File: config.mk
export PLATFORM = sky130hd
export DESIGN_NAME = fault_supervisor_fsm_top_flat
export DESIGN_NICKNAME = d
export VERILOG_FILES = /design/src/sv/fsup_pkg.sv /design/src/sv/fsup_if.sv /design/src/sv/fsup_cfg_regs.sv /design/src/sv/fsup_supervisor.sv /design/src/sv/fault_supervisor_fsm_top.sv /design/src/flat_wrapper.sv
export SDC_FILE = /design/constraint.sdc
export NUM_CORES = 1
export LEC_CHECK = 0
export BUFFER_PORTS_ARGS = -buffer_cell sky130_fd_sc_hd__clkbuf_2
export CORE_MARGIN = 5
export CORE_UTILIZATION = 40
export DETAILED_ROUTE_END_ITERATION = 16
export PLACE_DENSITY = 0.58
export SKIP_LAST_GASP = 1
export SLEW_MARGIN = 40
export SYNTH_ARGS = -nofsm -noshare
export SYNTH_HDL_FRONTEND = slang
export SYNTH_SLANG_ARGS = --single-unit
File: constraint.sdc
create_clock -name clk_i -period 5.1 [get_ports clk_i]
set_input_delay 0.255 -clock clk_i [delete_from_list [all_inputs] [get_ports clk_i]]
set_output_delay 0.255 -clock clk_i [all_outputs]
set_load 0.005 [all_outputs]
File: src/sv/fsup_pkg.sv
// shared constants, types and helper functions for the fault supervisor
package fsup_pkg;

  // tick counter width and saturation value
  localparam int unsigned TICK_COUNT_BITS = 16;
  localparam logic [TICK_COUNT_BITS-1:0] TICK_MAX = {TICK_COUNT_BITS{1'b1}};

  // field widths
  localparam int unsigned DIST_W     = 8;
  localparam int unsigned TEMP_W     = 11;
  localparam int unsigned ANGLE_W    = 12;
  localparam int unsigned TILT_W     = 11;
  localparam int unsigned HOLD_W     = 16;
  localparam int unsigned MODE_W     = 3;
  localparam int unsigned CODE_W     = 3;
  localparam int unsigned CFG_IDX_W  = 3;
  localparam int unsigned CFG_DATA_W = 16;

  // range sensor clamp
  localparam logic [DIST_W-1:0] MAX_RANGE_CM = DIST_W'(200);

  // fault codes
  localparam logic [CODE_W-1:0] FAULT_NONE     = 3'd0;
  localparam logic [CODE_W-1:0] FAULT_DISTANCE = 3'd1;
  localparam logic [CODE_W-1:0] FAULT_TILT     = 3'd2;
  localparam logic [CODE_W-1:0] FAULT_TEMP     = 3'd3;
  localparam logic [CODE_W-1:0] FAULT_WATCHDOG = 3'd4;

  // configuration register indexes
  localparam logic [CFG_IDX_W-1:0] CFG_OBS_FAULT = 3'd0;
  localparam logic [CFG_IDX_W-1:0] CFG_OBS_WARN  = 3'd1;
  localparam logic [CFG_IDX_W-1:0] CFG_TEMP_WARN = 3'd2;
  localparam logic [CFG_IDX_W-1:0] CFG_TEMP_FLT  = 3'd3;
  localparam logic [CFG_IDX_W-1:0] CFG_TILT_LIM  = 3'd4;
  localparam logic [CFG_IDX_W-1:0] CFG_OBS_HOLD  = 3'd5;
  localparam logic [CFG_IDX_W-1:0] CFG_WATCHDOG  = 3'd6;

  // configuration reset values
  localparam logic [DIST_W-1:0]        RST_OBS_FAULT = 8'd15;
  localparam logic [DIST_W-1:0]        RST_OBS_WARN  = 8'd30;
  localparam logic signed [TEMP_W-1:0] RST_TEMP_WARN = 11'sd350;
  localparam logic signed [TEMP_W-1:0] RST_TEMP_FLT  = 11'sd400;
  localparam logic [TILT_W-1:0]        RST_TILT_LIM  = 11'd300;
  localparam logic [HOLD_W-1:0]        RST_OBS_HOLD  = 16'd1000;
  localparam logic [HOLD_W-1:0]        RST_WATCHDOG  = 16'd500;

  // configuration register set
  typedef struct packed {
    logic [DIST_W-1:0]        obstacle_fault_cm;
    logic [DIST_W-1:0]        obstacle_warn_cm;
    logic signed [TEMP_W-1:0] temp_warn_tenths;
    logic signed [TEMP_W-1:0] temp_fault_tenths;
    logic [TILT_W-1:0]        tilt_limit_tenths;
    logic [HOLD_W-1:0]        obstacle_hold_ticks;
    logic [HOLD_W-1:0]        watchdog_ticks;
  } cfg_t;

  // one input item
  typedef struct packed {
    logic                      link_up;
    logic                      button_pressed;
    logic                      heartbeat;
    logic [DIST_W-1:0]         distance_cm;
    logic                      temp_valid;
    logic signed [TEMP_W-1:0]  temperature_tenths;
    logic signed [ANGLE_W-1:0] pitch_tenths;
    logic signed [ANGLE_W-1:0] roll_tenths;
  } item_t;

  // one result item
  typedef struct packed {
    logic [MODE_W-1:0] mode;
    logic              fault_active;
    logic [CODE_W-1:0] fault_code;
    logic              warn_obstacle;
    logic              warn_temp;
    logic              alert_raised;
    logic              stop_motors;
  } res_t;

  // saturating tick counter increment
  function automatic logic [TICK_COUNT_BITS-1:0] sat_inc(logic [TICK_COUNT_BITS-1:0] v);
    sat_inc = (v == TICK_MAX) ? v : v + TICK_COUNT_BITS'(1);
  endfunction

endpackage

File: src/sv/fsup_if.sv
// valid/ready channel interfaces for items, results and configuration writes

// input item channel
interface fsup_in_if;
  logic                               valid;
  logic                               ready;
  logic                               link_up;
  logic                               button_pressed;
  logic                               heartbeat;
  logic [fsup_pkg::DIST_W-1:0]        distance_cm;
  logic                               temp_valid;
  logic signed [fsup_pkg::TEMP_W-1:0] temperature_tenths;
  logic signed [fsup_pkg::ANGLE_W-1:0] pitch_tenths;
  logic signed [fsup_pkg::ANGLE_W-1:0] roll_tenths;

  modport source (
    output valid, link_up, button_pressed, heartbeat, distance_cm, temp_valid,
           temperature_tenths, pitch_tenths, roll_tenths,
    input  ready
  );
  modport sink (
    input  valid, link_up, button_pressed, heartbeat, distance_cm, temp_valid,
           temperature_tenths, pitch_tenths, roll_tenths,
    output ready
  );
endinterface

// result channel
interface fsup_res_if;
  logic                        valid;
  logic                        ready;
  logic [fsup_pkg::MODE_W-1:0] mode;
  logic                        fault_active;
  logic [fsup_pkg::CODE_W-1:0] fault_code;
  logic                        warn_obstacle;
  logic                        warn_temp;
  logic                        alert_raised;
  logic                        stop_motors;

  modport source (
    output valid, mode, fault_active, fault_code, warn_obstacle, warn_temp,
           alert_raised, stop_motors,
    input  ready
  );
  modport sink (
    input  valid, mode, fault_active, fault_code, warn_obstacle, warn_temp,
           alert_raised, stop_motors,
    output ready
  );
endinterface

// configuration write channel
interface fsup_cfg_if;
  logic                            valid;
  logic                            ready;
  logic [fsup_pkg::CFG_IDX_W-1:0]  index;
  logic [fsup_pkg::CFG_DATA_W-1:0] data;

  modport source (output valid, index, data, input ready);
  modport sink (input valid, index, data, output ready);
endinterface

File: src/sv/fsup_cfg_regs.sv
// configuration register file with reset defaults
module fsup_cfg_regs (
  input  logic             clk_i,
  input  logic             rst_ni,
  fsup_cfg_if.sink         cfg_i,
  output fsup_pkg::cfg_t   cfg_o
);

  fsup_pkg::cfg_t cfg_q;
  logic           wr_en;

  // writes are always taken
  assign cfg_i.ready = 1'b1;
  assign wr_en       = cfg_i.valid & cfg_i.ready;
  assign cfg_o       = cfg_q;

  // register writes by index, unknown indexes ignored
  always_ff @(posedge clk_i or negedge rst_ni) begin
    if (!rst_ni) begin
      cfg_q.obstacle_fault_cm   <= fsup_pkg::RST_OBS_FAULT;
      cfg_q.obstacle_warn_cm    <= fsup_pkg::RST_OBS_WARN;
      cfg_q.temp_warn_tenths    <= fsup_pkg::RST_TEMP_WARN;
      cfg_q.temp_fault_tenths   <= fsup_pkg::RST_TEMP_FLT;
      cfg_q.tilt_limit_tenths   <= fsup_pkg::RST_TILT_LIM;
      cfg_q.obstacle_hold_ticks <= fsup_pkg::RST_OBS_HOLD;
      cfg_q.watchdog_ticks      <= fsup_pkg::RST_WATCHDOG;
    end else if (wr_en) begin
      case (cfg_i.index)
        fsup_pkg::CFG_OBS_FAULT: cfg_q.obstacle_fault_cm <= cfg_i.data[fsup_pkg::DIST_W-1:0];
        fsup_pkg::CFG_OBS_WARN:  cfg_q.obstacle_warn_cm  <= cfg_i.data[fsup_pkg::DIST_W-1:0];
        fsup_pkg::CFG_TEMP_WARN: cfg_q.temp_warn_tenths  <= $signed(cfg_i.data[fsup_pkg::TEMP_W-1:0]);
        fsup_pkg::CFG_TEMP_FLT:  cfg_q.temp_fault_tenths <= $signed(cfg_i.data[fsup_pkg::TEMP_W-1:0]);
        fsup_pkg::CFG_TILT_LIM:  cfg_q.tilt_limit_tenths <= cfg_i.data[fsup_pkg::TILT_W-1:0];
        fsup_pkg::CFG_OBS_HOLD:  cfg_q.obstacle_hold_ticks <= cfg_i.data[fsup_pkg::HOLD_W-1:0];
        fsup_pkg::CFG_WATCHDOG:  cfg_q.watchdog_ticks    <= cfg_i.data[fsup_pkg::HOLD_W-1:0];
        default: ;
      endcase
    end
  end

endmodule

File: src/sv/fsup_supervisor.sv
// supervisor state machine, fault checks and tick timers for one item
module fsup_supervisor (
  input  logic              clk_i,
  input  logic              rst_ni,
  input  logic              advance_i,
  input  fsup_pkg::item_t   item_i,
  input  fsup_pkg::cfg_t    cfg_i,
  output fsup_pkg::res_t    res_o
);

  typedef enum logic [fsup_pkg::MODE_W-1:0] {
    MODE_IDLE      = 3'd0,
    MODE_ONLINE    = 3'd1,
    MODE_MANUAL    = 3'd2,
    MODE_FAULT     = 3'd3,
    MODE_RESET_REQ = 3'd4
  } mode_e;

  localparam int unsigned CMP_W =
    (fsup_pkg::TICK_COUNT_BITS > fsup_pkg::HOLD_W) ? fsup_pkg::TICK_COUNT_BITS : fsup_pkg::HOLD_W;

  mode_e                               mode_q, mode_d;
  logic                                flag_q, flag_d;
  logic [fsup_pkg::CODE_W-1:0]         code_q, code_d;
  logic                                timing_q, timing_d;
  logic [fsup_pkg::TICK_COUNT_BITS-1:0] obs_age_q, obs_age_d;
  logic [fsup_pkg::TICK_COUNT_BITS-1:0] hb_age_q, hb_age_d;

  logic [fsup_pkg::DIST_W-1:0]  range_cm;
  logic [fsup_pkg::ANGLE_W-1:0] pitch_abs;
  logic [fsup_pkg::ANGLE_W-1:0] roll_abs;
  logic [fsup_pkg::ANGLE_W-1:0] tilt_lim;
  logic                         checks;
  logic                         warn_obs;
  logic                         warn_tmp;
  logic                         alert;

  // magnitude of a signed angle, full negative value fits unsigned
  function automatic logic [fsup_pkg::ANGLE_W-1:0] mag(logic signed [fsup_pkg::ANGLE_W-1:0] v);
    mag = v[fsup_pkg::ANGLE_W-1] ? (~v + fsup_pkg::ANGLE_W'(1)) : v;
  endfunction

  // operand conditioning
  always_comb begin
    range_cm  = (item_i.distance_cm > fsup_pkg::MAX_RANGE_CM) ? fsup_pkg::MAX_RANGE_CM
                                                              : item_i.distance_cm;
    pitch_abs = mag(item_i.pitch_tenths);
    roll_abs  = mag(item_i.roll_tenths);
    tilt_lim  = fsup_pkg::ANGLE_W'(cfg_i.tilt_limit_tenths);
  end

  // timers, mode transition, then checks in manual with a valid temperature
  always_comb begin
    mode_d    = mode_q;
    flag_d    = flag_q;
    code_d    = code_q;
    timing_d  = timing_q;
    hb_age_d  = item_i.heartbeat ? '0 : fsup_pkg::sat_inc(hb_age_q);
    obs_age_d = timing_q ? fsup_pkg::sat_inc(obs_age_q) : obs_age_q;
    alert     = 1'b0;

    case (mode_q)
      MODE_IDLE:      if (item_i.link_up) mode_d = MODE_ONLINE;
      MODE_ONLINE:    if (item_i.button_pressed) mode_d = MODE_MANUAL;
      MODE_MANUAL:    if (flag_q) mode_d = MODE_FAULT;
      MODE_FAULT:     if (item_i.button_pressed) mode_d = MODE_RESET_REQ;
      MODE_RESET_REQ: begin
        if (item_i.button_pressed) begin
          flag_d = 1'b0;
          mode_d = MODE_IDLE;
        end
      end
      default: ;
    endcase

    checks   = (mode_d == MODE_MANUAL) && item_i.temp_valid;
    warn_obs = checks && (range_cm > cfg_i.obstacle_fault_cm)
                      && (range_cm < cfg_i.obstacle_warn_cm);
    warn_tmp = checks && (item_i.temperature_tenths > cfg_i.temp_warn_tenths)
                      && (item_i.temperature_tenths < cfg_i.temp_fault_tenths);

    if (checks) begin
      // obstacle persistence, later faults override the code
      if (range_cm <= cfg_i.obstacle_fault_cm) begin
        if (!timing_q) begin
          timing_d  = 1'b1;
          obs_age_d = '0;
        end
        if (CMP_W'(obs_age_d) > CMP_W'(cfg_i.obstacle_hold_ticks)) begin
          alert  = 1'b1;
          code_d = fsup_pkg::FAULT_DISTANCE;
        end
      end else begin
        timing_d  = 1'b0;
        obs_age_d = '0;
      end
      if ((pitch_abs > tilt_lim) || (roll_abs > tilt_lim)) begin
        alert  = 1'b1;
        code_d = fsup_pkg::FAULT_TILT;
      end
      if (item_i.temperature_tenths >= cfg_i.temp_fault_tenths) begin
        alert  = 1'b1;
        code_d = fsup_pkg::FAULT_TEMP;
      end
      if (CMP_W'(hb_age_d) > CMP_W'(cfg_i.watchdog_ticks)) begin
        alert  = 1'b1;
        code_d = fsup_pkg::FAULT_WATCHDOG;
      end
      if (alert) flag_d = 1'b1;
    end
  end

  // result for the item being retired
  always_comb begin
    res_o.mode          = mode_d;
    res_o.fault_active  = flag_d;
    res_o.fault_code    = code_d;
    res_o.warn_obstacle = warn_obs;
    res_o.warn_temp     = warn_tmp;
    res_o.alert_raised  = alert;
    res_o.stop_motors   = (mode_d == MODE_FAULT);
  end

  // supervisor state, updated once per retired item
  always_ff @(posedge clk_i or negedge rst_ni) begin
    if (!rst_ni) begin
      mode_q    <= MODE_IDLE;
      flag_q    <= 1'b0;
      code_q    <= fsup_pkg::FAULT_NONE;
      timing_q  <= 1'b0;
      obs_age_q <= '0;
      hb_age_q  <= '0;
    end else if (advance_i) begin
      mode_q    <= mode_d;
      flag_q    <= flag_d;
      code_q    <= code_d;
      timing_q  <= timing_d;
      obs_age_q <= obs_age_d;
      hb_age_q  <= hb_age_d;
    end
  end

  // fault mode is only reachable with the fault latched
  assert property (@(posedge clk_i) disable iff (!rst_ni)
    (mode_q == MODE_FAULT) |-> flag_q)
    else $error("fault mode without latched fault");

  // a latched fault always carries a code
  assert property (@(posedge clk_i) disable iff (!rst_ni)
    flag_q |-> (code_q != fsup_pkg::FAULT_NONE))
    else $error("fault latched with no code");

  // obstacle age only counts while the timer runs
  assert property (@(posedge clk_i) disable iff (!rst_ni)
    !timing_q |-> (obs_age_q == '0))
    else $error("obstacle age nonzero with timer stopped");

  // state only moves when an item is retired
  assert property (@(posedge clk_i) disable iff (!rst_ni)
    !advance_i |=> ($stable(mode_q) && $stable(hb_age_q) && $stable(code_q)))
    else $error("supervisor state changed without an item");

endmodule

File: src/sv/fault_supervisor_fsm_top.sv
// fault supervisor top level: input register, supervisor step and result register
// Usage:
//   in_i carries one tick item per transaction (link, button, heartbeat, distance,
//   temperature, pitch, roll); out_o returns exactly one result per item, in order:
//   mode, latched fault flag and code, the two warnings, alert and motor stop.
//   cfg_i writes one of seven threshold registers per transaction; it is always
//   ready and should only be written while no item is in flight.
// Flow: an accepted item waits in the input register until the result register is
//   free or draining, is then retired into it, and its result is offered on out_o.
// Throughput: one item per cycle unless out_o stalls; the supervisor state feeding
//   back from one item to the next is a single register level through shallow
//   compare logic.
// Stall: when out_o is held off the result register keeps its transaction and the
//   input register takes one more item, then in_i.ready drops until the result drains.
// Reset: rst_ni clears the mode to idle, the fault flag, fault code, obstacle timer
//   and heartbeat age, empties both registers and loads the threshold defaults.
module fault_supervisor_fsm_top (
  input  logic         clk_i,
  input  logic         rst_ni,
  fsup_in_if.sink      in_i,
  fsup_res_if.source   out_o,
  fsup_cfg_if.sink     cfg_i
);

  fsup_pkg::cfg_t  cfg;
  fsup_pkg::item_t item_q;
  fsup_pkg::res_t  res;
  fsup_pkg::res_t  res_q;
  logic            in_vld_q;
  logic            out_vld_q;
  logic            advance;
  logic            in_take;

  // retire the held item when the result register is free or draining
  assign advance    = in_vld_q & (~out_vld_q | out_o.ready);
  assign in_i.ready = ~in_vld_q | advance;
  assign in_take    = in_i.valid & in_i.ready;

  fsup_cfg_regs u_cfg (
    .clk_i  (clk_i),
    .rst_ni (rst_ni),
    .cfg_i  (cfg_i),
    .cfg_o  (cfg)
  );

  fsup_supervisor u_sup (
    .clk_i     (clk_i),
    .rst_ni    (rst_ni),
    .advance_i (advance),
    .item_i    (item_q),
    .cfg_i     (cfg),
    .res_o     (res)
  );

  // valid flags for both register stages
  always_ff @(posedge clk_i or negedge rst_ni) begin
    if (!rst_ni) begin
      in_vld_q  <= 1'b0;
      out_vld_q <= 1'b0;
    end else begin
      if (in_i.ready) in_vld_q <= in_i.valid;
      if (advance) begin
        out_vld_q <= 1'b1;
      end else if (out_o.ready) begin
        out_vld_q <= 1'b0;
      end
    end
  end

  // payload registers
  always_ff @(posedge clk_i) begin
    if (in_take) begin
      item_q.link_up            <= in_i.link_up;
      item_q.button_pressed     <= in_i.button_pressed;
      item_q.heartbeat          <= in_i.heartbeat;
      item_q.distance_cm        <= in_i.distance_cm;
      item_q.temp_valid         <= in_i.temp_valid;
      item_q.temperature_tenths <= in_i.temperature_tenths;
      item_q.pitch_tenths       <= in_i.pitch_tenths;
      item_q.roll_tenths        <= in_i.roll_tenths;
    end
    if (advance) res_q <= res;
  end

  // result channel
  assign out_o.valid         = out_vld_q;
  assign out_o.mode          = res_q.mode;
  assign out_o.fault_active  = res_q.fault_active;
  assign out_o.fault_code    = res_q.fault_code;
  assign out_o.warn_obstacle = res_q.warn_obstacle;
  assign out_o.warn_temp     = res_q.warn_temp;
  assign out_o.alert_raised  = res_q.alert_raised;
  assign out_o.stop_motors   = res_q.stop_motors;

endmodule

File: src/flat_wrapper.sv
// flat-port wrapper written by rule: the top's interface ports become plain ports
module fault_supervisor_fsm_top_flat 
  (clk_i, rst_ni, in_i_valid, in_i_link_up, in_i_button_pressed, in_i_heartbeat, in_i_distance_cm, in_i_temp_valid, in_i_temperature_tenths, in_i_pitch_tenths, in_i_roll_tenths, in_i_ready, out_o_valid, out_o_mode, out_o_fault_active, out_o_fault_code, out_o_warn_obstacle, out_o_warn_temp, out_o_alert_raised, out_o_stop_motors, out_o_ready, cfg_i_valid, cfg_i_index, cfg_i_data, cfg_i_ready);
  fsup_in_if in_i_i ();
  fsup_res_if out_o_i ();
  fsup_cfg_if cfg_i_i ();
  input  logic clk_i;
  input  logic rst_ni;
  input wire logic [$bits(in_i_i.valid)-1:0] in_i_valid;
  input wire logic [$bits(in_i_i.link_up)-1:0] in_i_link_up;
  input wire logic [$bits(in_i_i.button_pressed)-1:0] in_i_button_pressed;
  input wire logic [$bits(in_i_i.heartbeat)-1:0] in_i_heartbeat;
  input wire logic [$bits(in_i_i.distance_cm)-1:0] in_i_distance_cm;
  input wire logic [$bits(in_i_i.temp_valid)-1:0] in_i_temp_valid;
  input wire logic [$bits(in_i_i.temperature_tenths)-1:0] in_i_temperature_tenths;
  input wire logic [$bits(in_i_i.pitch_tenths)-1:0] in_i_pitch_tenths;
  input wire logic [$bits(in_i_i.roll_tenths)-1:0] in_i_roll_tenths;
  output wire logic [$bits(in_i_i.ready)-1:0] in_i_ready;
  output wire logic [$bits(out_o_i.valid)-1:0] out_o_valid;
  output wire logic [$bits(out_o_i.mode)-1:0] out_o_mode;
  output wire logic [$bits(out_o_i.fault_active)-1:0] out_o_fault_active;
  output wire logic [$bits(out_o_i.fault_code)-1:0] out_o_fault_code;
  output wire logic [$bits(out_o_i.warn_obstacle)-1:0] out_o_warn_obstacle;
  output wire logic [$bits(out_o_i.warn_temp)-1:0] out_o_warn_temp;
  output wire logic [$bits(out_o_i.alert_raised)-1:0] out_o_alert_raised;
  output wire logic [$bits(out_o_i.stop_motors)-1:0] out_o_stop_motors;
  input wire logic [$bits(out_o_i.ready)-1:0] out_o_ready;
  input wire logic [$bits(cfg_i_i.valid)-1:0] cfg_i_valid;
  input wire logic [$bits(cfg_i_i.index)-1:0] cfg_i_index;
  input wire logic [$bits(cfg_i_i.data)-1:0] cfg_i_data;
  output wire logic [$bits(cfg_i_i.ready)-1:0] cfg_i_ready;
  assign in_i_i.valid = in_i_valid;
  assign in_i_i.link_up = in_i_link_up;
  assign in_i_i.button_pressed = in_i_button_pressed;
  assign in_i_i.heartbeat = in_i_heartbeat;
  assign in_i_i.distance_cm = in_i_distance_cm;
  assign in_i_i.temp_valid = in_i_temp_valid;
  assign in_i_i.temperature_tenths = in_i_temperature_tenths;
  assign in_i_i.pitch_tenths = in_i_pitch_tenths;
  assign in_i_i.roll_tenths = in_i_roll_tenths;
  assign in_i_ready = in_i_i.ready;
  assign out_o_valid = out_o_i.valid;
  assign out_o_mode = out_o_i.mode;
  assign out_o_fault_active = out_o_i.fault_active;
  assign out_o_fault_code = out_o_i.fault_code;
  assign out_o_warn_obstacle = out_o_i.warn_obstacle;
  assign out_o_warn_temp = out_o_i.warn_temp;
  assign out_o_alert_raised = out_o_i.alert_raised;
  assign out_o_stop_motors = out_o_i.stop_motors;
  assign out_o_i.ready = out_o_ready;
  assign cfg_i_i.valid = cfg_i_valid;
  assign cfg_i_i.index = cfg_i_index;
  assign cfg_i_i.data = cfg_i_data;
  assign cfg_i_ready = cfg_i_i.ready;
  fault_supervisor_fsm_top u_core (.clk_i(clk_i), .rst_ni(rst_ni), .in_i(in_i_i), .out_o(out_o_i), .cfg_i(cfg_i_i));
endmodule
Yosys cells after proc, flatten, opt, wreduce, memory -nomap -nowiden. Index checks and enable logic that the tools add are counted.

Memories: 0. Word-level logic and storage cells: 121. Bits in writable memories: 0. Output and inout port bits: 14. Register bits: 181. ROM bits: 0. Bits in latches: 0. Input bits: 71.

Order comparisons: 11. Bitwise logic cells: 8. Mux-type cells: 37. Multipliers: 0. Equality and inequality tests: 14. Shift-type cells: 0. Reductions and logical operators: 17. Add/subtract/negate cells: 4. Div/mod/pow operators: 0.

Operators with widths (count): $mux 16 (9); $mux 3 (11); $add 16x1->16 const B (2); $eq 16x16->1 const B (2); $gt 16x16->1 (2); $add 12x2->12 const B (2); $gt 12x11->1 (2); $mux 12 (2); $not 12->12 (2); $eq 3x2->1 const B (6); $reduce_and 2->1 (8); $pmux 3 s5 (1); $mux 1 (13); $eq 3x3->1 const B (4); $ge 11x11->1 (1); $gt 11x11->1 (1); $lt 11x11->1 (1); $gt 8x8->1 (1); $gt 8x8->1 const B (1); $le 8x8->1 (1); $lt 8x8->1 (1); $mux 8 (1); $eq 3x1->1 const B (2); $logic_not 3->1 (2); 6 further kinds (13).

Depth between registers and ports, before layout.
Depth in word-level cells: 15. Depth in mapped cells: 15. Mapped depth without buffers: 14.

Modules after synthesis. Synthesis repeated with hierarchy kept, for this count alone.

Cell total of the unflattened synthesis: 975. Area total of the unflattened synthesis: 10595.2 µm².

By module, submodules not included: fsup_supervisor (times used 1, cells an instance 731, seq. area each 1001.0 µm², area each 5615.4 µm²); fsup_cfg_regs (times used 1, cells an instance 178, seq. area each 2068.2 µm², area each 3134.3 µm²); fault_supervisor_fsm_top (times used 1, cells an instance 66, seq. area each 1791.7 µm², area each 1845.5 µm²).

Worst setup path before layout. Ideal clock, no wire load.

Path kind: register to register. From: register u_core.u_sup.obs_age_q[0] in the netlist's numbering. To: register u_core.res_q, in the netlist u_core.out_o.fault_active, data pin. Slack: 1.545 ns. Required time: 4.839 ns. Path buffers: 0. Arrival time: 3.294 ns. Setup time: 0.261 ns. Stages on the path, launching flop included: 15. Cells stage by stage: dfrtp_1 -> ha_1 -> nand3_1 -> nor3_2 -> a21oi_2 -> nand4_1 -> xor2_1 -> nor2_1 -> ha_1 -> a21oi_1 -> o21ai_0 -> a221oi_1 -> a311oi_4 -> or2_1 -> o32a_1.

RTL lines: from (decl) (RTL line fsup_supervisor.sv:26) `logic [fsup_pkg::TICK_COUNT_BITS-1:0] obs_age_q, obs_age_d;`; from (signal assigned) (RTL line fsup_supervisor.sv:138) `obs_age_q <= obs_age_d;`; to (signal assigned) (RTL line fault_supervisor_fsm_top.sv:82) `if (advance) res_q <= res;`; to (decl) (RTL line fault_supervisor_fsm_top.sv:28) `fsup_pkg::res_t res_q;`.

==> out/metrics.yaml <==
outcome:
  status: "finished, final reports clean"
sta:
  finalCritPeriodShare_pct: 79.6
  rsz0062_at_grt: "false"
  fin_ws_ns: 1.04
  min_period_ns: 4.06
  relSlewSlack_pct: 45.8
  max_slew.worst_pin.slew_ns: 0.813
  setup_viol: 0
  final_hold_viol_count: 0
  fmax_mhz: 246
  clock_skew_ns: 0.00984
  final_max_slew_viol_count: 0
  timing.setup.tns_ns: 0
clocking:
  clock-root-buffer: "clkbuf_16"
  numClockSinks: 181
  cts-resized-gates: 0
  cts_setup_buffers: 0
  cts_buffers: 17
  cts_htree_levels: 4
  clk_latency_ns: 0.43
  cts_max_path_buffers: 2
  clkTransAtPathRegs_ns: 0.07
  cts_tree: "yes"
die:
  rows: 59
  ios: 85
  start_util_pct: 40.4
  dieArea_mm2: 0.0296
  core_mm2: 0.0260
  dieHeight_um: 172
  die_x_um: 172
cells_and_area:
  finalNetCount: 1317
  syn2layout_area_growth_pct: 17.3
  drive_above_1_share_pct: 19.7
  diodes: 0
  final_cell_area_mm2: 0.0123
  final_common_cell: "ha_1"
  most-common-layout-cells: "95 x ha_1, 94 x nand2_1, 91 x inv_1"
  final_util_pct: 47.4
worst_setup_path:
  endpoint_kind: "flip-flop"
  path_max_fanout: 9
  rr_endpoint: "u_core.out_o.fault_code[1]"
  required_ns: 5.29
  reg2reg_slack_ns: 1.04
  worst-setup-path-type: "flip-flop to flip-flop"
  r2r_start: "u_core.u_sup.obs_age_q[0]"
  cp-endpoint: "u_core.out_o.fault_code[1]"
  arrival_ns: 4.25
  crit_start: "u_core.u_sup.obs_age_q[0]"
  start_kind: "flip-flop"
  ff2ff_path_depth: 14
synth:
  synth_area_mm2: 0.0105
  avgSynthCellArea_um2: 10.2
  ys.flop_type: "dfrtp_1"
  synth_edf_count: 58
  synth_cells: 1025
  synth_xor_area_share_pct: 3.42
  async_flop_share_pct: 68.0
  synth_fa_ha_area_share_pct: 11.3
  ys_types: 74
  synthSimpleGateAreaFrac_pct: 14.6
  ys_seq_elements: 181
  syn-num-nets: 1191
  synth_mux_area_share_pct: 5.75
  yosys_warnings: 0
  synth_top_family_by_area: "simple AND/OR/NAND/NOR gates"
  synth_compound_area_share_pct: 14.0
  seq_area_frac_synth_pct: 46.3
detailed_routing:
  drtPass1Iterations: 5
  initialDrtViolationCount: 363
  drt_wl_total_um: 24100
  wl_per_cell_um: 16.1
  via_per_inst: 5.24
  vias: 7852
  detail-route-antenna-nets: 0
  drc: 0
pwr:
  ir_drop_mv: 0.198
  power_leakage_nw: 5.32
  pwr_density_cell_mw_per_mm2: 342
run:
  cap_violations: 0
global_route:
  antenna_found_initial: 1
  grt_max_degree: 64
  grt_pass1_vias: 7806
  overflow: 0
  grtUsageTotal_pct: 17.0
  grt_first_pass_wirelength_um: 39800
worst_hold_path:
  hold_class: "primary input to flip-flop"
placed_design:
  place_area_mm2: 0.0113
  pre_cts_ws_ns: 1.07
  hpwlAfterDp_um: 17700
  gp_congestion: 0.805
  portBuffers: 83
## layer usage
metal	track usage (%)	routed length (um)	vias to the layer above
met2	27.6	11300	169
li1	-	-	3935
met5	0	11	-
met1	23.7	11300	3722
met3	3.25	1110	24
met4	4.31	348	2
## critical path, cell delays in order, from the launching register on
cell and delay [ns]:
dfrtp_1 0.44, ha_1 0.24, nand3_1 0.18, nor3_2 0.42, a21oi_2 0.22, nand3_1 0.19, xor2_1 0.21, nor2_1 0.06
ha_1 0.30, nand4_1 0.14, or3_1 0.39, a21o_1 0.19, a311oi_4 0.45, o21ai_0 0.13, a22o_1 0.26
## cells in the mapped netlist (7+ instances only)
cell type  instances  share of area [%]
a21o_1            14                1.0
a21oi_1           48                2.3
a22o_1            11               0.92
a31oi_1           12               0.72
and3_1             7               0.42
and4_1             7               0.58
buf_2              7               0.33
clkbuf_1          22               0.79
dfrtp_1           90                 21
dfstp_2           33                8.3
edfxtp_1          58                 17
ha_1              95                 11
inv_1             91                3.3
mux2_2            50                5.4
nand2_1           94                3.4
nand2b_1          17                1.0
nand3_1           23                1.1
nand4_1           20                1.2
nor2_1            62                2.2
nor2b_1           11               0.66
nor3_1            14               0.67
o21a_1             9               0.64
o21ai_0           70                3.3
o31ai_1           11               0.79
xnor2_1           24                2.0
xor2_1            17                1.4
## cell type report
class	instances	area, um2
well taps	335	419
multi-input cells	720	5170
inverters	92	345
repair buffers	139	965
flip-flops and latches	181	4860
clock inverters	11	90.1
clock buffers	21	460
fillers	2411	13700
## cells by family after synthesis
| group | Yosys count |
|---|---|
| AO/OA/AOI/OAI | 227 |
| XOR/XNOR | 41 |
| adder cells (fa/ha/maj) | 95 |
| buffers and inverters | 124 |
| flip-flops | 181 |
| multiplexers | 54 |
| other | 1 |
| AND/OR/NAND/NOR | 302 |
## registers in the layout, indices dropped and copies added, names as in the netlist, 3 cells and up
| signal | count |
|---|---|
| u_core.item_q | 47 |
| u_core.out_o.fault_code | 3 |
| u_core.out_o.mode | 3 |
| u_core.u_cfg.cfg_o | 81 |
| u_core.u_sup.code_q | 3 |
| u_core.u_sup.hb_age_q | 16 |
| u_core.u_sup.mode_q | 3 |
| u_core.u_sup.obs_age_q | 16 |
## repair_timing
action	4_1_cts	5_1_grt
hold buffers	46	0
endpoints found under the setup margin	0	0
endpoints found under the hold margin	100	0
## report_power, final
part,leakage (nW),total [mW],internal (mW),switching (mW)
Clock,0.265,1.25,0.660,0.588
Sequential,2.04,1.92,1.78,0.144
Combinational,3.02,1.05,0.460,0.588
## how the worst min path moves through the flow
stage / depth (start not counted) / slack, ns / to / start
after floorplan: 0 / -0.04 / u_core.in_vld_q / rst_ni
after global placement: 1 / 0.43 / u_core.u_sup.hb_age_q[13] / rst_ni
after detailed placement: 1 / 0.30 / u_core.u_sup.hb_age_q[12] / rst_ni
after CTS: 1 / 0.0005 / u_core.item_q[29] / in_i_temperature_tenths[5]
after global routing: 1 / 0.006 / u_core.item_q[29] / in_i_temperature_tenths[5]
final: 1 / 0.02 / u_core.item_q[28] / in_i_temperature_tenths[4]
## through the flow
step | power [mW] | hold slack [ns] | std cells
after floorplan | 2.64 | -0.0406 | 1025
after detailed placement | 2.97 | 0.300 | 1420
after global placement | 2.93 | 0.427 | 1418
after global routing | 4.50 | 0.00637 | 1499
after CTS | 4.26 | 0.000505 | 1498
final | 4.21 | 0.0217 | 1499
No activity file was read; power rests on OpenSTA's default activity.
